### src/rtl/rgbluv_div.sv
// Pipelined restoring divider, one quotient bit per stage.
module rgbluv_div #(
  parameter int NUM_W = 47,
  parameter int DEN_W = 25,
  parameter int QUO_W = 26
) (
  input  logic             clk,
  input  logic             en,
  input  logic [NUM_W-1:0] num,
  input  logic [DEN_W-1:0] den,
  output logic [QUO_W-1:0] quo
);

  logic [DEN_W-1:0] rem_r  [QUO_W];
  logic [QUO_W-1:0] nbit_r [QUO_W];
  logic [QUO_W-1:0] q_r    [QUO_W];
  logic [DEN_W-1:0] den_r  [QUO_W];

  for (genvar k = 0; k < QUO_W; k++) begin : g_stage
    logic [DEN_W-1:0] rem_in;
    logic [QUO_W-1:0] nbit_in;
    logic [QUO_W-1:0] q_in;
    logic [DEN_W-1:0] den_in;
    logic [DEN_W:0]   t;
    logic             ge;

    if (k == 0) begin : g_first
      // upper bits are below den since the quotient fits in QUO_W bits
      assign rem_in  = DEN_W'(num[NUM_W-1:QUO_W]);
      assign nbit_in = num[QUO_W-1:0];
      assign q_in    = '0;
      assign den_in  = den;
    end else begin : g_next
      assign rem_in  = rem_r[k-1];
      assign nbit_in = nbit_r[k-1];
      assign q_in    = q_r[k-1];
      assign den_in  = den_r[k-1];
    end

    assign t  = {rem_in, nbit_in[QUO_W-1]};
    assign ge = (t >= {1'b0, den_in});

    always_ff @(posedge clk) begin
      if (en) begin
        rem_r[k]  <= ge ? DEN_W'(t - {1'b0, den_in}) : DEN_W'(t);
        nbit_r[k] <= nbit_in << 1;
        q_r[k]    <= {q_in[QUO_W-2:0], ge};
        den_r[k]  <= den_in;
      end
    end
  end

  assign quo = q_r[QUO_W-1];

endmodule

### config.mk
export PLATFORM = sky130hd
export DESIGN_NAME = rgbluv_div
export DESIGN_NICKNAME = d
export VERILOG_FILES = /design/src/rtl/rgbluv_div.sv
export SDC_FILE = /design/constraint.sdc
export NUM_CORES = 2
export LEC_CHECK = 0
export ABC_AREA = 1
export BUFFER_PORTS_ARGS = -buffer_cell sky130_fd_sc_hd__buf_2
export CORE_UTILIZATION = 40
export CTS_CLUSTER_SIZE = 16
export DETAILED_ROUTE_END_ITERATION = 16
export GPL_ROUTABILITY_DRIVEN = 0
export MAX_ROUTING_LAYER = met4
export PLACE_DENSITY_LB_ADDON = 0.3
export SYNTH_ARGS = -nofsm -noshare
export SYNTH_HDL_FRONTEND = slang
export SYNTH_SLANG_ARGS = --single-unit
### constraint.sdc
create_clock -name clk -period 4.7 [get_ports clk]
set_input_delay 0.235 -clock clk [delete_from_list [all_inputs] [get_ports clk]]
set_output_delay 0.235 -clock clk [all_outputs]
set_load 0.005 [all_outputs]
==> run metrics <==
Via Count 93600; Total Wirelength 316000 µm; internal power 46.5 mW; critical path class input port to flip-flop; synth warn 0; Rel. slew slack 0.329; Primary FF master, synth edfxtp_1; Largest delay share family, worst path simple AND/OR/NAND/NOR gates; ys async rst share 0; cell breakdown of the critical path dlygate4sd3_1 -> buf_2 -> inv_1 -> ha_1 -> nand2_1 -> inv_1 -> nand2_1 -> nand2_1 -> inv_1 -> nand3_1 -> nand3_2 -> nand3_2 -> nand2_1 -> nand2_1 -> dlygate4sd3_1; Layout area overhead 10.9%; CTS sink count 1926; # port buffers 99; Avg Inst Size Synth 8.08 µm²; CTS tree built; Top-Level Pins 100; combined area of the multi-input logic cells 48800 µm²; Static Leakage 66.2 nW; clock share of power 0.212; PwrDens 616 nW/µm²; WP data required 5.34 ns; H-tree levels 4; TritonRoute pass-1 iters 8; crit end category flip-flop; combinational power share 0.454; first-pass GRT wire length 489000 µm; FP Rows 200; sequential power share 0.334; DRT iter0 DRCs 8577; slowest stage delay, CP 0.63 ns; CTS root buf clkbuf_16; Hold Fails Final Rpt 0; post-cts resize count 0; Fin Setup TNS 0 ns; largest net degree at the start of global routing 174; cell depth of the worst setup path 15; Worst setup SP type input port; # fillers 29200; most common cell in the netlist nand2_1; Worst Path Arrival 3.84 ns; synthesized flop and latch total 1926; GRT Residual Overflow 0; switching power 34.9 mW; placed cell count 18600; number of synthesized flops with an enable pin 1926; Slew @ Worst Pin 1.01 ns; DIE AREA 300000 µm²; vias in the first global route 86300; RSZ-0062 raised after global routing no; maximum vdd drop 0.370 mV; max-slew violations 0; status complete, no violations; CP max FO 26; sum of buffers and inverters on the critical path 6; sequential fraction of the synthesis area 0.485; skew final 0.0476 ns; Nets 15800; cell count after synthesis 14700; clock buffer count from CTS 219; Die X-Extent 548 µm; DP Area 124000 µm²; Distinct cells, synth 38; clk slew on worst S/H paths 0.06 ns; commonest cells in the netlist 5822 x nand2_1, 3008 x inv_1, 1926 x edfxtp_1; R2R depth 10; FF/Latch Area 57800 µm²; share of Yosys cell area claimed by the top area cell type 0.485; hold depth 2; layout cells sized above 1 0.0452; Die Height 548 µm; Sw Ratio 0.429; synth top area cells edfxtp_1 49%, nand2_1 18%, inv_1 9.5%; max_cap viols 0; Synth Cell Area 119000 µm²; syn nets 15500; DR DRC count 0; Initial Util 0.402; vias per std cell 4.89; leading area contributor after synthesis edfxtp_1; area of the core 297000 µm²; Max stage delay cell, worst path nand3_2; Hold Crit Class input port to flip-flop; clock latency on the worst-skew pair 0.91 ns; crit-path most repeated cell nand2_1; fmax 312 MHz; Finished Layout Cells 19100; DP HPWL 242000 µm; WL/cell 16.5 µm; endpoints failing setup 0; Final period util 0.682; All-Layer GR Usage 0.212; worst-case clock buffer depth 4; post-route ant nets 0; fin crit period 3.21 ns; final non-filler cell area 132000 µm²; antenna violations before repair 3
## per-layer routing
layer,track usage,routed length (µm),up-vias
met3,0.0246,19300,514
met2,0.342,146000,2801
met1,0.280,141000,42800
met4,0.0663,9980,0
li1,-,-,47500
met5,-,0,-
## path summary, 6_finish.rpt
check                                               from                       end  slack (ns)
worst min-delay path                             num[23]   nbit_r[0][23]$_DFFE_PP_        0.08
worst max register to register   den_r[1][169]$_DFFE_PP_   rem_r[15][24]$_DFFE_PP_        1.60
worst min register to register  nbit_r[0][109]$_DFFE_PP_  nbit_r[0][135]$_DFFE_PP_        0.39
worst max-delay path                              den[7]     rem_r[0][2]$_DFFE_PP_        1.49
## cells in the final DEF, fill, tap and decap left out, types with 5 or more instances in the layout
cell / n
a21oi_1: 264
nor3_4: 24
clkinv_2: 29
nor3_1: 54
nand4_1: 820
clkbuf_16: 221
edfxtp_1: 1926
nand3_1: 556
buf_12: 14
nand2_2: 9
dlygate4sd3_1: 91
buf_4: 55
nand3_4: 38
buf_2: 98
nand2_1: 5822
nor3_2: 10
or2_1: 23
ha_1: 647
o21a_1: 24
inv_1: 3008
inv_6: 11
and2_1: 50
o21ai_0: 5
nand3b_1: 38
nor2_2: 28
clkinv_4: 10
fa_1: 25
a21oi_4: 24
clkinv_1: 46
clkbuf_1: 39
clkinvlp_4: 20
nand3_2: 34
xor2_1: 288
nor2_1: 782
or2_2: 25
bufinv_16: 25
## worst register-to-register path: cells and delay by family, from the launching register on
| kind | cells | cell delay (ns) |
|---|---|---|
| and+or+nand+nor | 8 | 2.00 |
| DFF | 1 | 0.48 |
| adders and majority gates | 1 | 0.41 |
| buffers and inverters | 1 | 0.08 |
## per-stage QoR
stage | setup WS [ns] | power [mW] | utilization | hold WS, ns
6_report | 1.49 | 81.4 | 0.446 | 0.0772
5_1_grt | 1.31 | 88.1 | 0.446 | 0.0460
4_1_cts | 1.67 | 81.7 | 0.446 | 0.000778
3_5_place_dp | 1.69 | 64.0 | 0.418 | 0.405
3_3_place_gp | 1.67 | 63.7 | 0.418 | 0.401
2_1_floorplan | 2.61 | 53.9 | - | 0.334
## what timing repair did
item / in CTS / in global routing
hold endpoints to repair: 111 / 0
buffers inserted: 0 / 0
hold buffers: 91 / 0
## cells by family after synthesis
family / count (synthesis) / synth area share
AO/OA/AOI/OAI: 325 / 0.0166
XOR/XNOR: 289 / 0.0212
adder cells (fa/ha/maj): 672 / 0.0721
buffers and inverters: 3211 / 0.105
flip-flops: 1926 / 0.485
AND/OR/NAND/NOR: 8318 / 0.299
## state kept, by name (all words and copies together) (netlist names)
signal	flops
den_r	625
nbit_r	325
q_r	351
rem_r	625
## power by group through the flow
stage	Combinational [mW]	Clock, mW	Sequential [mW]
2_1_floorplan	28.2	0	25.7
3_3_place_gp	36.2	0	27.6
3_5_place_dp	36.4	0	27.5
4_1_cts	36.7	17.8	27.2
5_1_grt	42.2	18.4	27.4
6_report	37.0	17.3	27.2
## area by class of cell
cell class              count  share of cell area
inverters                3011              0.0855
repair buffers            258              0.0158
clock buffers             260              0.0430
diodes                      2           0.0000379
clock inverters           148              0.0118
multi-input cells        9604               0.369
flip-flops and latches   1926               0.438
well taps                3939              0.0373
No activity file was read; power rests on OpenSTA's default activity.
