### src/rtl/rgbluv_pkg.sv
// Shared constants and elaboration helpers for the RGB to Luv converter.
package rgbluv_pkg;

  localparam int CHAN_W  = 16;
  localparam int COEF_W  = 20;
  localparam int PROD_W  = CHAN_W + COEF_W;
  localparam int SUM_W   = PROD_W + 2;
  // Z row sums above one, so Zq needs one integer bit
  localparam int XQ_W    = 21;
  localparam int DEN_W   = 25;
  localparam int NUM_W   = 47;
  localparam int QUO_W   = 26;
  localparam int DIFF_W  = 28;
  localparam int TERM_W  = DIFF_W + CHAN_W;
  localparam int ACC_W   = TERM_W + 2;

  // Matrix and white point, Q0.20, rounded from six decimal places
  localparam logic [COEF_W-1:0] KXR = COEF_W'((64'd430574 * 64'd1048576 + 64'd500000) / 64'd1000000);
  localparam logic [COEF_W-1:0] KXG = COEF_W'((64'd341550 * 64'd1048576 + 64'd500000) / 64'd1000000);
  localparam logic [COEF_W-1:0] KXB = COEF_W'((64'd178325 * 64'd1048576 + 64'd500000) / 64'd1000000);
  localparam logic [COEF_W-1:0] KYR = COEF_W'((64'd222015 * 64'd1048576 + 64'd500000) / 64'd1000000);
  localparam logic [COEF_W-1:0] KYG = COEF_W'((64'd706655 * 64'd1048576 + 64'd500000) / 64'd1000000);
  localparam logic [COEF_W-1:0] KYB = COEF_W'((64'd71330 * 64'd1048576 + 64'd500000) / 64'd1000000);
  localparam logic [COEF_W-1:0] KZR = COEF_W'((64'd20183 * 64'd1048576 + 64'd500000) / 64'd1000000);
  localparam logic [COEF_W-1:0] KZG = COEF_W'((64'd129553 * 64'd1048576 + 64'd500000) / 64'd1000000);
  localparam logic [COEF_W-1:0] KZB = COEF_W'((64'd939180 * 64'd1048576 + 64'd500000) / 64'd1000000);
  localparam logic [DIFF_W-1:0] WHITE_U13 =
    DIFF_W'(64'd13 * ((64'd197833 * 64'd1048576 + 64'd500000) / 64'd1000000));
  localparam logic [DIFF_W-1:0] WHITE_V13 =
    DIFF_W'(64'd13 * ((64'd468331 * 64'd1048576 + 64'd500000) / 64'd1000000));
  localparam logic [CHAN_W-1:0] OFF_U = CHAN_W'((64'd88 * 64'd65536 + 64'd135) / 64'd270);
  localparam logic [CHAN_W-1:0] OFF_V = CHAN_W'((64'd134 * 64'd65536 + 64'd135) / 64'd270);

  // floor(cbrt(i/steps) * 2^17) by bitwise search, used at elaboration only
  function automatic longint unsigned cbrt_q17(longint unsigned i, longint unsigned steps);
    longint unsigned c;
    longint unsigned cand;
    longint unsigned target;
    c = 64'd0;
    target = i << 51;
    if (i >= steps) begin
      c = 64'd1 << 17;
    end else begin
      for (int b = 16; b >= 0; b--) begin
        cand = c | (64'd1 << b);
        if (cand * cand * cand * steps <= target) c = cand;
      end
    end
    return c;
  endfunction

endpackage

### src/rtl/rgbluv_matrix.sv
// RGB to XYZ matrix: registered products, then registered sums.
module rgbluv_matrix #(
  parameter int CHANNEL_BITS = 16
) (
  input  logic                            clk,
  input  logic                            en,
  input  logic [rgbluv_pkg::CHAN_W-1:0]   red,
  input  logic [rgbluv_pkg::CHAN_W-1:0]   green,
  input  logic [rgbluv_pkg::CHAN_W-1:0]   blue,
  output logic [rgbluv_pkg::SUM_W-1:0]    xf_r,
  output logic [rgbluv_pkg::SUM_W-1:0]    yf_r,
  output logic [rgbluv_pkg::SUM_W-1:0]    zf_r
);

  localparam int MB = (CHANNEL_BITS < rgbluv_pkg::CHAN_W) ? CHANNEL_BITS : rgbluv_pkg::CHAN_W;
  localparam logic [rgbluv_pkg::CHAN_W-1:0] MASK =
    rgbluv_pkg::CHAN_W'((64'd1 << MB) - 64'd1);

  logic [rgbluv_pkg::CHAN_W-1:0] r, g, b;
  logic [rgbluv_pkg::PROD_W-1:0] p_r [9];

  assign r = red & MASK;
  assign g = green & MASK;
  assign b = blue & MASK;

  always_ff @(posedge clk) begin
    if (en) begin
      p_r[0] <= rgbluv_pkg::KXR * r;
      p_r[1] <= rgbluv_pkg::KXG * g;
      p_r[2] <= rgbluv_pkg::KXB * b;
      p_r[3] <= rgbluv_pkg::KYR * r;
      p_r[4] <= rgbluv_pkg::KYG * g;
      p_r[5] <= rgbluv_pkg::KYB * b;
      p_r[6] <= rgbluv_pkg::KZR * r;
      p_r[7] <= rgbluv_pkg::KZG * g;
      p_r[8] <= rgbluv_pkg::KZB * b;
      xf_r <= rgbluv_pkg::SUM_W'(p_r[0]) + rgbluv_pkg::SUM_W'(p_r[1])
            + rgbluv_pkg::SUM_W'(p_r[2]);
      yf_r <= rgbluv_pkg::SUM_W'(p_r[3]) + rgbluv_pkg::SUM_W'(p_r[4])
            + rgbluv_pkg::SUM_W'(p_r[5]);
      zf_r <= rgbluv_pkg::SUM_W'(p_r[6]) + rgbluv_pkg::SUM_W'(p_r[7])
            + rgbluv_pkg::SUM_W'(p_r[8]);
    end
  end

endmodule

### config.mk
export PLATFORM = sky130hd
export DESIGN_NAME = rgbluv_matrix
export DESIGN_NICKNAME = d
export VERILOG_FILES = /design/src/rtl/rgbluv_pkg.sv /design/src/rtl/rgbluv_matrix.sv
export SDC_FILE = /design/constraint.sdc
export NUM_CORES = 2
export LEC_CHECK = 0
export BUFFER_PORTS_ARGS = -buffer_cell sky130_fd_sc_hd__buf_4
export CORE_MARGIN = 8
export CORE_UTILIZATION = 29
export CTS_BUF_LIST = sky130_fd_sc_hd__clkbuf_8
export DETAILED_ROUTE_END_ITERATION = 7
export HOLD_SLACK_MARGIN = 0.03
export PLACE_DENSITY_LB_ADDON = 0.1
export SLEW_MARGIN = 10
export SYNTH_ARGS = -nofsm -noshare
export SYNTH_HDL_FRONTEND = slang
export SYNTH_SLANG_ARGS = --single-unit
### constraint.sdc
create_clock -name clk -period 11.8 [get_ports clk]
set_input_delay 0.59 -clock clk [delete_from_list [all_inputs] [get_ports clk]]
set_output_delay 0.59 -clock clk [all_outputs]
set_load 0.02 [all_outputs]
==> key figures <==
Yosys
  • Post-synthesis cell count: 5,631
  • EDFF count, synth: 395
  • Synth area leader: fa_1
  • Distinct cell type count of the synthesized netlist: 73
  • Mean instance size in the synthesized netlist: 10.73 um^2
  • Top-area cell type share of the netlist area: 0.2832
  • Register bit total from synthesis: 395
  • Synth top cells by count: inv_1 (1,334), ha_1 (1,157), fa_1 (855), edfxtp_1 (395), a21oi_1 (300)
  • Cells taking the most area after synthesis: fa_1 (28%), ha_1 (24%), edfxtp_1 (20%)
  • Number of warning messages in the yosys log: 0
  • Netlist area before placement: 60,450 um^2
  • Count leader, synth: inv_1
  • Synth async-reset ratio: 0
  • Portion of the post-synthesis area used by sequential elements: 0.1962
  • Flip-flop cell with the highest count after synthesis: edfxtp_1

Worst setup path
  • Startpoint kind of the worst setup timing path: input pin
  • Crit path arrival time: 6.96 ns
  • CP max FO: 11
  • Endpoint type of the worst setup path: register
  • WS Path Type: input pin to register
  • Data required time at the worst endpoint: 12.27 ns

Drt
  • Final Routed Wirelength: 204.2 mm
  • Detailed-router iteration count before antenna repair: 7
  • DRT iter0 DRCs: 2,477
  • Count of nets left with antenna violations after detail routing: 0
  • Total via count after detailed routing: 40,160
  • Residual DRC count: 0
  • Per-cell via count in the routed design: 4.603
  • Routed WL per cell: 23.41 um

Placement
  • Pre-CTS setup slack: 4.535 ns
  • Routability-driven placement congestion ratio: 0.9355
  • Hpwl dp: 177.2 mm
  • Placement-stage cell area: 65,140 um^2
  • Input/output buffers: 160

Die
  • # rows: 167
  • Initial standard-cell utilization of the core: 0.2919
  • Top Ports: 164
  • Core outline area: 207,100 um^2
  • Chip height: 472.6 um
  • Die width: 472.6 um
  • Die footprint: 223,300 um^2

Global route
  • GRT Total Usage: 0.1819
  • Overflow after GRT: 0
  • Global-route wire length before repair: 299.1 mm
  • Number of global-route vias before repair: 43,170
  • Maximum number of pins on one net before global-route repair: 75
  • Antenna violations before repair: 19

Cells and area
  • Post-synthesis to final-layout area growth: 10.62%
  • Share of layout cells above drive strength 1: 0.05446
  • Final design area excluding fillers: 66,870 um^2
  • Final net count: 7,927

Clocking
  • Count of hold buffers inserted by post-cts repair: 0
  • TritonCTS clock tree: done
  • Clock net sink count: 395
  • Source-to-sink clock delay at the later pin of the worst-skew pair: 0.84 ns
  • Number of setup buffers added after CTS: 0
  • Clock buffers created by TritonCTS: 82
  • Post-CTS sizing: 0
  • Clock root buffer master: clkbuf_8
  • H-Tree Depth: 3
  • Clock slew at reported path FFs: 0.06 ns
  • Deepest clock path buffer count: 3

STA
  • Final critical-path share of the clock period: 0.5499
  • Clock period minus worst slack: 6.488 ns
  • Final setup skew: 0.1503 ns
  • Unrepaired setup endpoints after global routing: false
  • Crit path setup slack, layout: 5.312 ns
  • Setup-failing EPs final: 0
  • Worst-Margin Slew: 1.102 ns
  • Final Max Slew Viols: 0
  • Maximum operating frequency: 154.1 MHz
  • Final hold violations: 0
  • Tightest slew margin relative to the limit: 0.2656
  • Setup TNS: 0 ns
  • Hold_ws: 0.1592 ns

Job
  • Max-cap violation count: 0

Outcome
  • Result of the run: completed

Hold path
  • Hold/Removal Path Class: input pin to register
==> cells by family (layout without fill, tap and decap cells) <==
group,count (synthesis),count (layout),share of synthesized area
flip-flops,395,395,0.1962
XOR/XNOR,344,344,0.04984
adder cells (fa/ha/maj),2012,2012,0.5226
AND/OR/NAND/NOR,613,613,0.05030
buffers and inverters,1359,1657,0.08466
AO/OA/AOI/OAI,906,906,0.09610
multiplexers,1,1,0.0001656
other,1,7,0.00006204
==> flip-flops by register name, summed over array words and instances (netlist names) <==
register,cells
zf_r,37
yf_r,36
xf_r,37
p_r,285
==> path summary, 6_finish.rpt <==
check | end | depth (start not counted) | startpoint | slack, ns
min | p_r[0][3] | 1 | red[2] | 0.16
max | p_r[3][68] | 20 | green[4] | 5.31
min reg2reg | zf_r[35] | 1 | p_r[4][35] | 0.65
max reg2reg | yf_r[33] | 13 | p_r[2][1] | 7.02
==> cell usage in the layout, fill, tap and decap left out, types with 38 or more instances in the layout <==
cell,instances
a21o_1,180
a21oi_1,300
buf_4,172
clkbuf_8,82
edfxtp_1,395
fa_1,855
ha_1,1157
inv_1,1351
nand2_1,120
nand2b_1,55
nand3_1,56
nand4_1,38
nor2_1,170
nor2b_1,52
o21a_1,49
o21ai_0,159
xnor2_1,236
xor2_1,108
==> per-layer routing <==
layer  vias to the layer above  GRT usage  routed length [um]
li1                      19100          -                   -
met1                     20290     0.2531               95210
met2                       672     0.3109               98320
met3                        92    0.02330                8423
met4                         0    0.02370                2216
met5                         -          0                   0
==> layout make-up <==
cell class / count / area [um^2]
fillers: 21320 / 140200
repair buffers: 173 / 1306
clock inverters: 68 / 591.8
diodes: 4 / 10.01
clock buffers: 82 / 1129
flip-flops and latches: 395 / 11860
well taps: 2788 / 3488
inverters: 1334 / 5007
multi-input cells: 3879 / 43480
==> metrics by stage <==
| stage | utilization | instances |
|---|---|---|
| floorplan | - | 5633 |
| global placement | 0.3146 | 8569 |
| detailed placement | 0.3146 | 8569 |
| CTS | 0.3229 | 8719 |
| global route | 0.3229 | 8720 |
| finish | 0.3229 | 8723 |
==> worst max-delay path, stage by stage <==
cell and delay [ns]:
buf_4 0.18, ha_1 0.71, ha_1 0.26, inv_1 0.06, fa_1 0.59, fa_1 0.58
inv_1 0.06, fa_1 0.49, fa_1 0.44, ha_1 0.34, and2_1 0.20, a221oi_2 0.28
o211ai_1 0.18, a31o_2 0.30, a41oi_2 0.30, a21boi_1 0.17, a2111oi_2 0.63, o21ai_0 0.24
o21ai_0 0.24, xnor2_1 0.11
Power is not shown: default switching activity piles up to over one toggle a cycle in this logic, so the estimate is an artifact.
