File: src/rtl/rgbluv_pkg.sv
// Shared constants and elaboration helpers for the RGB to Luv converter.
package rgbluv_pkg;

  localparam int CHAN_W  = 16;
  localparam int COEF_W  = 20;
  localparam int PROD_W  = CHAN_W + COEF_W;
  localparam int SUM_W   = PROD_W + 2;
  // Z row sums above one, so Zq needs one integer bit
  localparam int XQ_W    = 21;
  localparam int DEN_W   = 25;
  localparam int NUM_W   = 47;
  localparam int QUO_W   = 26;
  localparam int DIFF_W  = 28;
  localparam int TERM_W  = DIFF_W + CHAN_W;
  localparam int ACC_W   = TERM_W + 2;

  // Matrix and white point, Q0.20, rounded from six decimal places
  localparam logic [COEF_W-1:0] KXR = COEF_W'((64'd430574 * 64'd1048576 + 64'd500000) / 64'd1000000);
  localparam logic [COEF_W-1:0] KXG = COEF_W'((64'd341550 * 64'd1048576 + 64'd500000) / 64'd1000000);
  localparam logic [COEF_W-1:0] KXB = COEF_W'((64'd178325 * 64'd1048576 + 64'd500000) / 64'd1000000);
  localparam logic [COEF_W-1:0] KYR = COEF_W'((64'd222015 * 64'd1048576 + 64'd500000) / 64'd1000000);
  localparam logic [COEF_W-1:0] KYG = COEF_W'((64'd706655 * 64'd1048576 + 64'd500000) / 64'd1000000);
  localparam logic [COEF_W-1:0] KYB = COEF_W'((64'd71330 * 64'd1048576 + 64'd500000) / 64'd1000000);
  localparam logic [COEF_W-1:0] KZR = COEF_W'((64'd20183 * 64'd1048576 + 64'd500000) / 64'd1000000);
  localparam logic [COEF_W-1:0] KZG = COEF_W'((64'd129553 * 64'd1048576 + 64'd500000) / 64'd1000000);
  localparam logic [COEF_W-1:0] KZB = COEF_W'((64'd939180 * 64'd1048576 + 64'd500000) / 64'd1000000);
  localparam logic [DIFF_W-1:0] WHITE_U13 =
    DIFF_W'(64'd13 * ((64'd197833 * 64'd1048576 + 64'd500000) / 64'd1000000));
  localparam logic [DIFF_W-1:0] WHITE_V13 =
    DIFF_W'(64'd13 * ((64'd468331 * 64'd1048576 + 64'd500000) / 64'd1000000));
  localparam logic [CHAN_W-1:0] OFF_U = CHAN_W'((64'd88 * 64'd65536 + 64'd135) / 64'd270);
  localparam logic [CHAN_W-1:0] OFF_V = CHAN_W'((64'd134 * 64'd65536 + 64'd135) / 64'd270);

  // floor(cbrt(i/steps) * 2^17) by bitwise search, used at elaboration only
  function automatic longint unsigned cbrt_q17(longint unsigned i, longint unsigned steps);
    longint unsigned c;
    longint unsigned cand;
    longint unsigned target;
    c = 64'd0;
    target = i << 51;
    if (i >= steps) begin
      c = 64'd1 << 17;
    end else begin
      for (int b = 16; b >= 0; b--) begin
        cand = c | (64'd1 << b);
        if (cand * cand * cand * steps <= target) c = cand;
      end
    end
    return c;
  endfunction

endpackage

File: src/rtl/rgbluv_chroma.sv
// Chroma term: L times (ratio minus white), offset, round, clamp.
module rgbluv_chroma (
  input  logic                              clk,
  input  logic                              en,
  input  logic [rgbluv_pkg::CHAN_W-1:0]     l16,
  input  logic [rgbluv_pkg::QUO_W-1:0]      quo,
  input  logic                              zero_den,
  input  logic [rgbluv_pkg::DIFF_W-1:0]     white,
  input  logic [rgbluv_pkg::CHAN_W-1:0]     offset,
  output logic [rgbluv_pkg::CHAN_W-1:0]     chroma_r
);

  localparam int AW = rgbluv_pkg::ACC_W;

  logic signed [rgbluv_pkg::DIFF_W-1:0] diff;
  logic signed [rgbluv_pkg::TERM_W-1:0] term_r;
  logic signed [AW-1:0]                 acc;

  assign diff = $signed(rgbluv_pkg::DIFF_W'(quo) - white);

  always_ff @(posedge clk) begin
    if (en) begin
      if (zero_den) begin
        term_r <= '0;
      end else begin
        term_r <= $signed({1'b0, l16}) * diff;
      end
    end
  end

  assign acc = $signed({{(AW - rgbluv_pkg::CHAN_W - 20){1'b0}}, offset, 20'd0})
             + AW'(term_r) + $signed(AW'(1) << 19);

  always_ff @(posedge clk) begin
    if (en) begin
      if (acc < 0) begin
        chroma_r <= '0;
      end else if (acc[AW-1:20] > (AW-20)'(16'hFFFF)) begin
        chroma_r <= 16'hFFFF;
      end else begin
        chroma_r <= acc[35:20];
      end
    end
  end

endmodule

File: config.mk
export PLATFORM = sky130hd
export DESIGN_NAME = rgbluv_chroma
export DESIGN_NICKNAME = d
export VERILOG_FILES = /design/src/rtl/rgbluv_pkg.sv /design/src/rtl/rgbluv_chroma.sv
export SDC_FILE = /design/constraint.sdc
export NUM_CORES = 1
export LEC_CHECK = 0
export BUFFER_PORTS_ARGS = -buffer_cell sky130_fd_sc_hd__buf_4
export CORE_AREA = 10 10 189 191
export CTS_CLUSTER_SIZE = 12
export DETAILED_ROUTE_END_ITERATION = 10
export DIE_AREA = 0 0 199 201
export MAX_ROUTING_LAYER = met4
export PLACE_DENSITY = 0.81
export SLEW_MARGIN = 10
export SYNTH_ARGS = -nofsm -noshare
export SYNTH_HDL_FRONTEND = slang
export SYNTH_SLANG_ARGS = --single-unit
File: constraint.sdc
create_clock -name clk -period 9.49 [get_ports clk]
set_input_delay 0.949 -clock clk [delete_from_list [all_inputs] [get_ports clk]]
set_output_delay 0.949 -clock clk [all_outputs]
set_load 0.02 [all_outputs]
==> run_summary.xml, run 1 <==
<?xml version="1.0" encoding="UTF-8"?>
<metrics>
  <group name="layout">
    <metric name="count_of_non_filler_cells_in_the_finished_layout" unit="">2810</metric>
    <metric name="sequential_cell_area" unit="sq um">1230</metric>
    <metric name="mostFrequentLayoutCells" unit="">517 x sky130_fd_sc_hd__inv_1, 428 x sky130_fd_sc_hd__fa_1, 315 x sky130_fd_sc_hd__nand2_1</metric>
    <metric name="multiInputGateArea" unit="sq um">16900</metric>
    <metric name="layout-drive-gt1-share" unit="%">8.16</metric>
    <metric name="layout.nets" unit="">3063</metric>
    <metric name="fillerInstances" unit="">2492</metric>
    <metric name="mostFrequentLayoutCell" unit="">sky130_fd_sc_hd__inv_1</metric>
    <metric name="synthToLayoutAreaGrowth" unit="%">6.31</metric>
  </group>
  <group name="setup_path">
    <metric name="critPathSlowestCell" unit="">sky130_fd_sc_hd__fa_1</metric>
    <metric name="critPathRequiredTime" unit="ps">9510</metric>
    <metric name="worstPathMaxFanout" unit="">13</metric>
    <metric name="reg2reg_depth" unit="">9</metric>
    <metric name="critical_path.most_common_cell" unit="">sky130_fd_sc_hd__fa_1</metric>
    <metric name="timing.critical_path.slowest_cell_delay" unit="ps">580</metric>
    <metric name="critical_path_endpoint_category" unit="">flop</metric>
    <metric name="ff2ff_setup_slack" unit="ps">6060</metric>
    <metric name="regToRegStartpoint" unit="">term_r[31]$_SDFFCE_PP0P_</metric>
    <metric name="criticalPathCategory" unit="">primary input to flop</metric>
    <metric name="critical_path.reg2reg.endpoint" unit="">chroma_r[12]$_SDFFCE_PP0P_</metric>
    <metric name="worst_ep_arrival_time" unit="ps">9140</metric>
    <metric name="worst_setup_path_start_kind" unit="">primary input</metric>
  </group>
  <group name="clock_tree">
    <metric name="clock_tree.buffer_depth" unit="">2</metric>
    <metric name="cts.sink_count" unit="">41</metric>
    <metric name="post_cts_setup_buffer_count" unit="">0</metric>
    <metric name="clk_pin_slew" unit="ps">60</metric>
    <metric name="htree_levels" unit="">2</metric>
    <metric name="cts_inserted_buffers" unit="">5</metric>
    <metric name="clk_root_buffer_cell" unit="">sky130_fd_sc_hd__clkbuf_16</metric>
    <metric name="cts.hold.buffers_added" unit="">0</metric>
    <metric name="worst_skew_pair.late_latency" unit="ps">280</metric>
    <metric name="cts_resized" unit="">0</metric>
    <metric name="tritoncts" unit="">built</metric>
  </group>
  <group name="floorplan">
    <metric name="pin_count" unit="">105</metric>
    <metric name="die_height" unit="um">201</metric>
    <metric name="core.rowCount" unit="">66</metric>
    <metric name="design.core.area" unit="sq um">32000</metric>
    <metric name="starting_density_of_the_core" unit="%">64.1</metric>
    <metric name="dieWidth" unit="um">199</metric>
    <metric name="die_area" unit="sq um">40000</metric>
  </group>
  <group name="drt">
    <metric name="wirelength" unit="um">52700</metric>
    <metric name="drt_pre_antenna_iters" unit="">5</metric>
    <metric name="first_iter_violations" unit="">1292</metric>
    <metric name="wl_met3" unit="um">3600</metric>
    <metric name="avgViaCountPerCell" unit="">5.90</metric>
    <metric name="routedWlPerCell" unit="um">18.8</metric>
    <metric name="number_of_routed_nets_with_antenna_violations" unit="">0</metric>
    <metric name="wirelength_met1" unit="um">18600</metric>
    <metric name="maxUsedRoutingLayer" unit="">met4</metric>
    <metric name="remaining_drc_errors" unit="">0</metric>
    <metric name="met2WireLength" unit="um">27700</metric>
    <metric name="routed-via-count" unit="">16600</metric>
  </group>
  <group name="synth">
    <metric name="synth_top_flop_cell" unit="">sky130_fd_sc_hd__edfxtp_1</metric>
    <metric name="area_fraction_of_the_dominant_cell_type_after_synthesis" unit="%">41.7</metric>
    <metric name="syn_inst" unit="">2364</metric>
    <metric name="netlist_top_cells_area" unit="">sky130_fd_sc_hd__fa_1 42%, sky130_fd_sc_hd__inv_1 9.5%, sky130_fd_sc_hd__ha_1 8.9%, sky130_fd_sc_hd__edfxtp_1 6.0%, sky130_fd_sc_hd__nand2_1 5.8%</metric>
    <metric name="netlist.top_cell.by_area" unit="">sky130_fd_sc_hd__fa_1</metric>
    <metric name="synth_cell_types" unit="">73</metric>
    <metric name="proportion_of_synthesized_flip_flops_having_asynchronous_set_or_reset" unit="%">0</metric>
    <metric name="synth.ff_latch_count" unit="">41</metric>
    <metric name="postSynthNetCount" unit="">3027</metric>
    <metric name="number_of_enable_type_register_cells_in_the_synthesized_netlist" unit="">41</metric>
    <metric name="synth_seq_area_share" unit="%">6.00</metric>
    <metric name="synth.yosys.warnings" unit="">0</metric>
    <metric name="syn_avg_cell_area" unit="sq um">8.68</metric>
    <metric name="mappedNetlistArea" unit="sq um">20500</metric>
  </group>
  <group name="grt">
    <metric name="via_count_of_the_first_global_routing_pass" unit="">18300</metric>
    <metric name="grt_util_all_layers" unit="%">28.3</metric>
    <metric name="globalRoute.totalOverflow" unit="">0</metric>
    <metric name="grt_max_degree" unit="">48</metric>
    <metric name="number_of_antenna_violations_at_the_first_check_in_global_routing" unit="">0</metric>
    <metric name="grt_pass1_wl" unit="um">89300</metric>
  </group>
  <group name="place">
    <metric name="dp_cells" unit="">2801</metric>
    <metric name="numPortBuffers" unit="">104</metric>
    <metric name="placement.setup.worst_slack" unit="ps">154</metric>
    <metric name="dp.final_hpwl" unit="um">41300</metric>
    <metric name="place.gp.congestion" unit="">0.939</metric>
  </group>
  <group name="sta">
    <metric name="worst_clock_skew" unit="ps">4.98</metric>
    <metric name="rsz_0062_raised_after_global_routing" unit="">no</metric>
    <metric name="post-route-worst-setup-slack" unit="ps">373</metric>
    <metric name="timing.final.setup_violations" unit="">0</metric>
    <metric name="layout_min_cycle_time" unit="ps">9120</metric>
    <metric name="drv_slew" unit="">0</metric>
    <metric name="holdWs" unit="ps">793</metric>
    <metric name="worst_slew_pin_slew" unit="ps">1130</metric>
    <metric name="total_count_of_hold_check_failures_in_the_final_report" unit="">0</metric>
    <metric name="timing.fmax" unit="GHz">0.110</metric>
    <metric name="fin_setup_tns" unit="ps">0</metric>
    <metric name="min_period_over_period" unit="%">96.1</metric>
    <metric name="rel_slew_slack" unit="%">24.2</metric>
  </group>
  <group name="hold_path">
    <metric name="min_path_type" unit="">flop to flop</metric>
    <metric name="hold_path.startpoint" unit="">term_r[20]$_SDFFCE_PP0P_</metric>
    <metric name="worstHoldPathCells" unit="">2</metric>
    <metric name="holdPathEnd" unit="">chroma_r[0]$_SDFFCE_PP0P_</metric>
  </group>
  <group name="status">
    <metric name="run_status" unit="">complete, no violations</metric>
  </group>
  <group name="run">
    <metric name="max-cap-violations" unit="">0</metric>
  </group>
</metrics>
[sequential cells by signal, indices dropped and copies added, names as in the netlist]
register  cells
chroma_r     16
term_r       25
[kinds of logic after synthesis]
logic type	count (synthesis)	share of synthesized area, %
flops	41	6.00
fa+ha+maj	574	50.6
simple gates	741	17.9
mux	40	2.17
buf+inv	628	11.7
compound gates	292	9.58
xor+xnor	48	2.08
[metal layers]
| layer | vias to the layer above | global-route usage (%) |
|---|---|---|
| met5 | - | - |
| met3 | 209 | 2.98 |
| met2 | 720 | 49.4 |
| met4 | 0 | 12.9 |
| met1 | 8291 | 31.9 |
| li1 | 7349 | - |
[synthesized netlist by cell type (all sizes together) (15+ instances only)]
cell and count:
mux2i 19, o21ai 64, xnor2 35, clkbuf 98, nand2b 44, a21o 34, inv 517, mux2 21
o21a 28, and3 15, fa 428, nor2b 41, nand2 315, edfxtp 41, a21oi 69, nand3 60
and2 146, ha 146, nor3 29, nor2 55, a211oi 17
[how the worst max path moves through the flow]
stage | startpoint | end | cells past startpoint
2_1_floorplan | white[6] | term_r[37]$_SDFFCE_PP0P_ | 28
3_3_place_gp | quo[2] | term_r[37]$_SDFFCE_PP0P_ | 29
3_5_place_dp | quo[6] | term_r[37]$_SDFFCE_PP0P_ | 29
4_1_cts | quo[6] | term_r[37]$_SDFFCE_PP0P_ | 29
5_1_grt | quo[6] | term_r[37]$_SDFFCE_PP0P_ | 28
6_report | quo[6] | term_r[37]$_SDFFCE_PP0P_ | 29
[stage by stage]
step,cell area (sq um),util [%]
after global routing,21800,68.1
after floorplan,20500,-
after detailed placement,21700,67.7
after global placement,21700,67.7
final,21800,68.1
after CTS,21800,68.1
[critical path: cells and delay by family]
family	cells	cell delay, ps
adders and majority gates	8	3920
muxes	2	740
AOI/OAI and AO/OA	8	1640
buffers and inverters	5	600
and+or+nand+nor	6	1290
[layout make-up]
| type | instances | area share, % |
|---|---|---|
| Tap cell | 408 | 2.34 |
| Inverter | 517 | 8.89 |
| Clock buffer | 5 | 0.573 |
| Sequential cell | 41 | 5.64 |
| Clock inverter | 3 | 0.0803 |
| Antenna cell | 1 | 0.0115 |
| Multi-Input combinational cell | 1695 | 77.6 |
| Timing Repair Buffer | 140 | 4.87 |
Power of run 1 is left out: the tool's default activity adds up to more than one toggle a clock period on the data nets, which glitch-free logic cannot reach.
==> inputs of run 2 (changes only) <==
--- a/config.mk
+++ b/config.mk
@@ -5,13 +5,15 @@
 export SDC_FILE = /design/constraint.sdc
 export NUM_CORES = 1
 export LEC_CHECK = 0
+export ABC_AREA = 1
 export BUFFER_PORTS_ARGS = -buffer_cell sky130_fd_sc_hd__buf_4
-export CORE_AREA = 10 10 189 191
+export CORE_AREA = 10 10 192 194
 export CTS_CLUSTER_SIZE = 12
 export DETAILED_ROUTE_END_ITERATION = 10
-export DIE_AREA = 0 0 199 201
+export DIE_AREA = 0 0 202 204
 export MAX_ROUTING_LAYER = met4
 export PLACE_DENSITY = 0.81
+export RECOVER_POWER = 100
 export SLEW_MARGIN = 10
 export SYNTH_ARGS = -nofsm -noshare
 export SYNTH_HDL_FRONTEND = slang
==> run_summary.xml, run 2 <==
<?xml version="1.0" encoding="UTF-8"?>
<metrics>
  <group name="setup_path">
    <metric name="timing.critical_path.slowest_cell_delay" unit="ps">600</metric>
    <metric name="worstPathMaxFanout" unit="">9</metric>
    <metric name="worst_ep_arrival_time" unit="ps">8820</metric>
    <metric name="critical_path_endpoint_category" unit="">flop</metric>
    <metric name="regToRegStartpoint" unit="">term_r[19]$_SDFFCE_PP0P_</metric>
    <metric name="worst_setup_path_start_kind" unit="">primary input</metric>
    <metric name="critPathRequiredTime" unit="ps">9530</metric>
    <metric name="critPathSlowestCell" unit="">sky130_fd_sc_hd__fa_1</metric>
    <metric name="worstSetupStartpoint" unit="">quo[4]</metric>
    <metric name="criticalPathCategory" unit="">primary input to flop</metric>
  </group>
  <group name="clock_tree">
    <metric name="cts.hold.buffers_added" unit="">0</metric>
    <metric name="cts_resized" unit="">0</metric>
    <metric name="clk_pin_slew" unit="ps">70</metric>
    <metric name="tritoncts" unit="">built</metric>
    <metric name="worst_skew_pair.late_latency" unit="ps">290</metric>
    <metric name="post_cts_setup_buffer_count" unit="">0</metric>
    <metric name="cts_inserted_buffers" unit="">5</metric>
    <metric name="htree_levels" unit="">2</metric>
    <metric name="clk_root_buffer_cell" unit="">sky130_fd_sc_hd__clkbuf_16</metric>
    <metric name="cts.sink_count" unit="">41</metric>
    <metric name="clock_tree.buffer_depth" unit="">2</metric>
  </group>
  <group name="synth">
    <metric name="synth_top_flop_cell" unit="">sky130_fd_sc_hd__edfxtp_1</metric>
    <metric name="count_leader_synth" unit="">sky130_fd_sc_hd__inv_1</metric>
    <metric name="syn_inst" unit="">2791</metric>
    <metric name="synth_fa_ha_area_share" unit="%">49.4</metric>
    <metric name="area_fraction_of_the_dominant_cell_type_after_synthesis" unit="%">40.7</metric>
    <metric name="synth_compound_area_share" unit="%">5.49</metric>
    <metric name="synth_simple_gate_area_share" unit="%">23.1</metric>
    <metric name="netlist.top_cell.by_area" unit="">sky130_fd_sc_hd__fa_1</metric>
    <metric name="synth_cell_types" unit="">48</metric>
    <metric name="mappedNetlistArea" unit="sq um">21100</metric>
    <metric name="number_of_enable_type_register_cells_in_the_synthesized_netlist" unit="">41</metric>
    <metric name="synth.ff_latch_count" unit="">41</metric>
    <metric name="netlist_top_cells_area" unit="">sky130_fd_sc_hd__fa_1 41%, sky130_fd_sc_hd__inv_1 13%, sky130_fd_sc_hd__nand2_1 8.8%, sky130_fd_sc_hd__ha_1 8.7%, sky130_fd_sc_hd__nor2_1 5.9%</metric>
    <metric name="syn_avg_cell_area" unit="sq um">7.55</metric>
    <metric name="synth_top_family_by_area" unit="">adder cells</metric>
    <metric name="synth_commonest_cells" unit="">720 x sky130_fd_sc_hd__inv_1, 495 x sky130_fd_sc_hd__nand2_1, 428 x sky130_fd_sc_hd__fa_1</metric>
    <metric name="proportion_of_synthesized_flip_flops_having_asynchronous_set_or_reset" unit="%">0</metric>
    <metric name="post_synth_xor_area_fraction" unit="%">1.65</metric>
    <metric name="synth_seq_area_share" unit="%">5.85</metric>
    <metric name="synth.yosys.warnings" unit="">0</metric>
    <metric name="postSynthNetCount" unit="">3454</metric>
    <metric name="mux_cell_area_share_after_synthesis" unit="%">0</metric>
  </group>
  <group name="layout">
    <metric name="mostFrequentLayoutCell" unit="">sky130_fd_sc_hd__inv_1</metric>
    <metric name="layout.nets" unit="">3515</metric>
    <metric name="fillerInstances" unit="">2893</metric>
    <metric name="sequential_cell_area" unit="sq um">1230</metric>
    <metric name="layout-drive-gt1-share" unit="%">6.73</metric>
    <metric name="largest_reg_flops" unit="">25</metric>
    <metric name="largest-register" unit="">term_r</metric>
    <metric name="synthToLayoutAreaGrowth" unit="%">6.07</metric>
    <metric name="biggest_regs" unit="">term_r: 25 flops, chroma_r: 16 flops</metric>
    <metric name="final_core_util" unit="%">67.5</metric>
    <metric name="multiInputGateArea" unit="sq um">16800</metric>
    <metric name="mostFrequentLayoutCells" unit="">720 x sky130_fd_sc_hd__inv_1, 496 x sky130_fd_sc_hd__nand2_1, 428 x sky130_fd_sc_hd__fa_1</metric>
  </group>
  <group name="hold_path">
    <metric name="min_path_type" unit="">flop to flop</metric>
    <metric name="hold_path.startpoint" unit="">term_r[20]$_SDFFCE_PP0P_</metric>
  </group>
  <group name="place">
    <metric name="numPortBuffers" unit="">104</metric>
    <metric name="place.gp.congestion" unit="">1.02</metric>
    <metric name="dp.final_hpwl" unit="um">56700</metric>
  </group>
  <group name="floorplan">
    <metric name="die_height" unit="um">204</metric>
    <metric name="core.rowCount" unit="">67</metric>
    <metric name="design.core.area" unit="sq um">33100</metric>
    <metric name="dieWidth" unit="um">202</metric>
    <metric name="pin_count" unit="">105</metric>
    <metric name="die_area" unit="sq um">41200</metric>
    <metric name="starting_density_of_the_core" unit="%">63.6</metric>
  </group>
  <group name="sta">
    <metric name="rel_slew_slack" unit="%">-45.4</metric>
    <metric name="total_count_of_hold_check_failures_in_the_final_report" unit="">0</metric>
    <metric name="drv_slew" unit="">42</metric>
    <metric name="layout_min_cycle_time" unit="ps">8770</metric>
    <metric name="timing.fmax" unit="GHz">0.114</metric>
    <metric name="min_period_over_period" unit="%">92.5</metric>
    <metric name="fin_setup_tns" unit="ps">0</metric>
    <metric name="worst_clock_skew" unit="ps">9.96</metric>
    <metric name="rsz_0062_raised_after_global_routing" unit="">no</metric>
    <metric name="timing.final.setup_violations" unit="">0</metric>
    <metric name="worst_slew_pin_slew" unit="ps">2180</metric>
  </group>
  <group name="status">
    <metric name="violations" unit="">capacitance limit, slew limit</metric>
    <metric name="run_status" unit="">finished, violations left</metric>
  </group>
  <group name="drt">
    <metric name="routedWlPerCell" unit="um">19.9</metric>
    <metric name="routed-via-count" unit="">18900</metric>
    <metric name="remaining_drc_errors" unit="">0</metric>
    <metric name="drt_pre_antenna_iters" unit="">6</metric>
    <metric name="wirelength" unit="um">65900</metric>
    <metric name="first_iter_violations" unit="">1778</metric>
    <metric name="number_of_routed_nets_with_antenna_violations" unit="">0</metric>
    <metric name="avgViaCountPerCell" unit="">5.71</metric>
  </group>
  <group name="run">
    <metric name="max-cap-violations" unit="">1</metric>
  </group>
  <group name="grt">
    <metric name="number_of_antenna_violations_at_the_first_check_in_global_routing" unit="">1</metric>
    <metric name="globalRoute.totalOverflow" unit="">0</metric>
    <metric name="grt_pass1_wl" unit="um">107000</metric>
    <metric name="grt_max_degree" unit="">42</metric>
    <metric name="via_count_of_the_first_global_routing_pass" unit="">20700</metric>
    <metric name="grt_util_all_layers" unit="%">33.7</metric>
  </group>
</metrics>
[run 2: cell types whose count changed in the layout (fill, tap and decap cells not counted), moves of 20 or more]
cell / previous run / this run
sky130_fd_sc_hd__and2_1: 146 / 1
sky130_fd_sc_hd__nor2b_1: 41 / 0
sky130_fd_sc_hd__o21a_1: 28 / 6
sky130_fd_sc_hd__or2_2: 2 / 38
sky130_fd_sc_hd__nand3_1: 60 / 174
sky130_fd_sc_hd__nand2_1: 315 / 496
sky130_fd_sc_hd__clkbuf_1: 0 / 20
sky130_fd_sc_hd__buf_4: 139 / 103
sky130_fd_sc_hd__a21o_1: 34 / 11
sky130_fd_sc_hd__nand2b_1: 44 / 0
sky130_fd_sc_hd__a21oi_1: 68 / 102
sky130_fd_sc_hd__inv_1: 517 / 720
sky130_fd_sc_hd__nor2_1: 54 / 332
[run 2: kinds of logic after synthesis]
logic type / after synthesis
AND/OR/NAND/NOR: 1132
XOR/XNOR: 38
buffers and inverters: 799
AO/OA/AOI/OAI: 207
adder cells (fa/ha/maj): 574
flip-flops: 41
[run 2: worst max-delay path: cells and delay by family]
family	cells	cell delay, ps
and+or+nand+nor	12	1550
xor gates and xnor gates	1	400
AOI/OAI and AO/OA	3	950
buffers and inverters	7	1210
adders and majority gates	8	3780
[run 2: final timing paths]
path	end	slack [ps]	depth (start not counted)
hold reg to reg	chroma_r[0]$_SDFFCE_PP0P_	840	5
setup reg to reg	chroma_r[13]$_SDFFCE_PP0P_	5960	13
setup / recovery	term_r[35]$_SDFFCE_PP0P_	720	31
hold / removal	chroma_r[0]$_SDFFCE_PP0P_	840	5
[run 2: layout make-up]
class                   instances  area share, %
repair buffers                125           3.86
clock buffers                   5          0.560
diodes                          1         0.0112
flip-flops and latches         41           5.51
multi-input cells            1951           75.0
inverters                     728           12.2
well taps                     448           2.51
clock inverters                 3          0.308
[run 2: metrics by stage]
stage	cell area [sq um]	instances	setup WS, ps	hold slack (ps)
after detailed placement	22200	3293	627	824
after global routing	22300	3302	138	919
after floorplan	21100	2791	1750	737
after CTS	22400	3301	919	841
after global placement	22200	3293	692	793
final	22300	3302	716	837
[run 2: layer usage]
| metal | share of wire (%) | GRT usage, % | wire length (um) |
|---|---|---|---|
| met1 | 37 | 40.8 | 24600 |
| met2 | 47 | 54.6 | 30800 |
| met3 | 11 | 6.50 | 7200 |
| met4 | 5.0 | 14.5 | 3270 |
| met5 | 0 | - | 0 |
Power of run 2 is left out for the same reason.
==> inputs of run 3 (changes only) <==
==> constraint.sdc (replaced) <==
create_clock -name clk -period 8.8 [get_ports clk]
set_input_delay 0.88 -clock clk [delete_from_list [all_inputs] [get_ports clk]]
set_output_delay 0.88 -clock clk [all_outputs]
set_load 0.02 [all_outputs]
==> run_summary.xml, run 3 (synthesis gave the netlist of run 2 again) <==
<?xml version="1.0" encoding="UTF-8"?>
<metrics>
  <group name="setup_path">
    <metric name="critPathRequiredTime" unit="ps">8850</metric>
    <metric name="critPathSlowestCell" unit="">sky130_fd_sc_hd__o21ai_0</metric>
    <metric name="worst_setup_path_start_kind" unit="">primary input</metric>
    <metric name="worst_ep_arrival_time" unit="ps">8470</metric>
    <metric name="worstPathMaxFanout" unit="">12</metric>
    <metric name="timing.critical_path.slowest_cell_delay" unit="ps">570</metric>
    <metric name="criticalPathCategory" unit="">primary input to flop</metric>
    <metric name="critical_path.most_common_cell" unit="">sky130_fd_sc_hd__nand2_1</metric>
    <metric name="critical_path_endpoint_category" unit="">flop</metric>
  </group>
  <group name="drt">
    <metric name="routed-via-count" unit="">18700</metric>
    <metric name="first_iter_violations" unit="">1710</metric>
    <metric name="number_of_routed_nets_with_antenna_violations" unit="">0</metric>
    <metric name="routedWlPerCell" unit="um">19.2</metric>
    <metric name="drt_pre_antenna_iters" unit="">7</metric>
    <metric name="wirelength" unit="um">63800</metric>
    <metric name="remaining_drc_errors" unit="">0</metric>
    <metric name="avgViaCountPerCell" unit="">5.62</metric>
  </group>
  <group name="sta">
    <metric name="drv_slew" unit="">42</metric>
    <metric name="layout_min_cycle_time" unit="ps">8420</metric>
    <metric name="fin_setup_tns" unit="ps">0</metric>
    <metric name="total_count_of_hold_check_failures_in_the_final_report" unit="">0</metric>
    <metric name="rsz_0062_raised_after_global_routing" unit="">no</metric>
    <metric name="min_period_over_period" unit="%">95.7</metric>
    <metric name="timing.fmax" unit="GHz">0.119</metric>
    <metric name="rel_slew_slack" unit="%">-45.2</metric>
    <metric name="timing.final.setup_violations" unit="">0</metric>
    <metric name="worst_slew_pin_slew" unit="ps">2180</metric>
    <metric name="worst_clock_skew" unit="ps">7.98</metric>
  </group>
  <group name="place">
    <metric name="dp.final_hpwl" unit="um">55000</metric>
    <metric name="place.gp.congestion" unit="">1.03</metric>
    <metric name="post_dp_cell_area" unit="sq um">22400</metric>
    <metric name="numPortBuffers" unit="">104</metric>
  </group>
  <group name="clock_tree">
    <metric name="cts_inserted_buffers" unit="">5</metric>
    <metric name="cts.sink_count" unit="">41</metric>
    <metric name="tritoncts" unit="">built</metric>
    <metric name="clk_pin_slew" unit="ps">60</metric>
    <metric name="htree_levels" unit="">2</metric>
    <metric name="clk_root_buffer_cell" unit="">sky130_fd_sc_hd__clkbuf_16</metric>
    <metric name="worst_skew_pair.late_latency" unit="ps">290</metric>
    <metric name="clock_tree.buffer_depth" unit="">2</metric>
  </group>
  <group name="layout">
    <metric name="finalInstanceArea" unit="sq um">22600</metric>
    <metric name="fillerInstances" unit="">2808</metric>
    <metric name="multiInputGateArea" unit="sq um">16800</metric>
    <metric name="synthToLayoutAreaGrowth" unit="%">7.12</metric>
    <metric name="mostFrequentLayoutCells" unit="">720 x sky130_fd_sc_hd__inv_1, 496 x sky130_fd_sc_hd__nand2_1, 427 x sky130_fd_sc_hd__fa_1</metric>
    <metric name="mostFrequentLayoutCell" unit="">sky130_fd_sc_hd__inv_1</metric>
    <metric name="biggest_regs" unit="">term_r: 25 flops, chroma_r: 16 flops</metric>
    <metric name="layout-drive-gt1-share" unit="%">7.75</metric>
    <metric name="largest-register" unit="">term_r</metric>
    <metric name="layout.nets" unit="">3541</metric>
    <metric name="largest_reg_flops" unit="">25</metric>
    <metric name="sequential_cell_area" unit="sq um">1230</metric>
  </group>
  <group name="floorplan">
    <metric name="die_height" unit="um">204</metric>
    <metric name="pin_count" unit="">105</metric>
    <metric name="dieWidth" unit="um">202</metric>
    <metric name="core.rowCount" unit="">67</metric>
    <metric name="die_area" unit="sq um">41200</metric>
    <metric name="starting_density_of_the_core" unit="%">63.6</metric>
    <metric name="design.core.area" unit="sq um">33100</metric>
  </group>
  <group name="hold_path">
    <metric name="min_path_type" unit="">flop to flop</metric>
  </group>
  <group name="status">
    <metric name="run_status" unit="">finished, violations left</metric>
    <metric name="violations" unit="">capacitance limit, slew limit</metric>
  </group>
  <group name="grt">
    <metric name="via_count_of_the_first_global_routing_pass" unit="">20100</metric>
    <metric name="grt_util_all_layers" unit="%">32.7</metric>
    <metric name="grt_pass1_wl" unit="um">104000</metric>
    <metric name="globalRoute.totalOverflow" unit="">0</metric>
    <metric name="grt_max_degree" unit="">42</metric>
    <metric name="number_of_antenna_violations_at_the_first_check_in_global_routing" unit="">2</metric>
  </group>
  <group name="run">
    <metric name="max-cap-violations" unit="">1</metric>
  </group>
</metrics>
## run 3: worst max-delay path: cells and delay by family
family | cells | cell delay, ps
AO/OA/AOI/OAI | 2 | 880
AND/OR/NAND/NOR | 15 | 1990
buffers and inverters | 6 | 840
adder cells (fa/ha/maj) | 8 | 3900
## run 3: final cells by class
cell class	instances	share of cell area, %
antenna	2	0.0222
clock buffer	5	0.555
clock inverter	3	0.305
inverter	728	12.1
multi-input combinational	1951	74.3
sequential	41	5.46
tap	448	2.48
timing repair buffer	151	4.74
## run 3: per-layer routing
metal / vias up / track usage (%) / part of all wire (%)
met4: 0 / 11.0 / 4.1
li1: 8456 / - / -
met2: 1084 / 53.4 / 47
met1: 8948 / 40.1 / 38
met5: - / - / 0
met3: 213 / 6.61 / 11
## run 3: final timing paths
check	slack (ps)	cells past startpoint	endpoint	from
setup / recovery	380	31	term_r[35]$_SDFFCE_PP0P_	quo[9]
hold / removal	820	5	chroma_r[0]$_SDFFCE_PP0P_	term_r[20]$_SDFFCE_PP0P_
setup reg to reg	5540	14	chroma_r[15]$_SDFFCE_PP0P_	term_r[35]$_SDFFCE_PP0P_
hold reg to reg	820	5	chroma_r[0]$_SDFFCE_PP0P_	term_r[20]$_SDFFCE_PP0P_
## run 3: metrics by stage
stage	utilization, %	setup WS, ps	hold WS [ps]	cells
after floorplan	-	1130	737	2791
after global routing	68.1	9.36	901	3329
after CTS	68.3	273	819	3327
final	68.1	382	824	3329
after global placement	67.7	0.640	790	3319
after detailed placement	67.7	4.62	803	3319
## run 3: what timing repair did
item                                    4_1_cts  5_1_grt
gates resized for setup                       0        2
endpoints found under the setup margin        0        7
hold buffers                                  0        0
buffers inserted                              0        0
Power of run 3 is left out for the same reason.
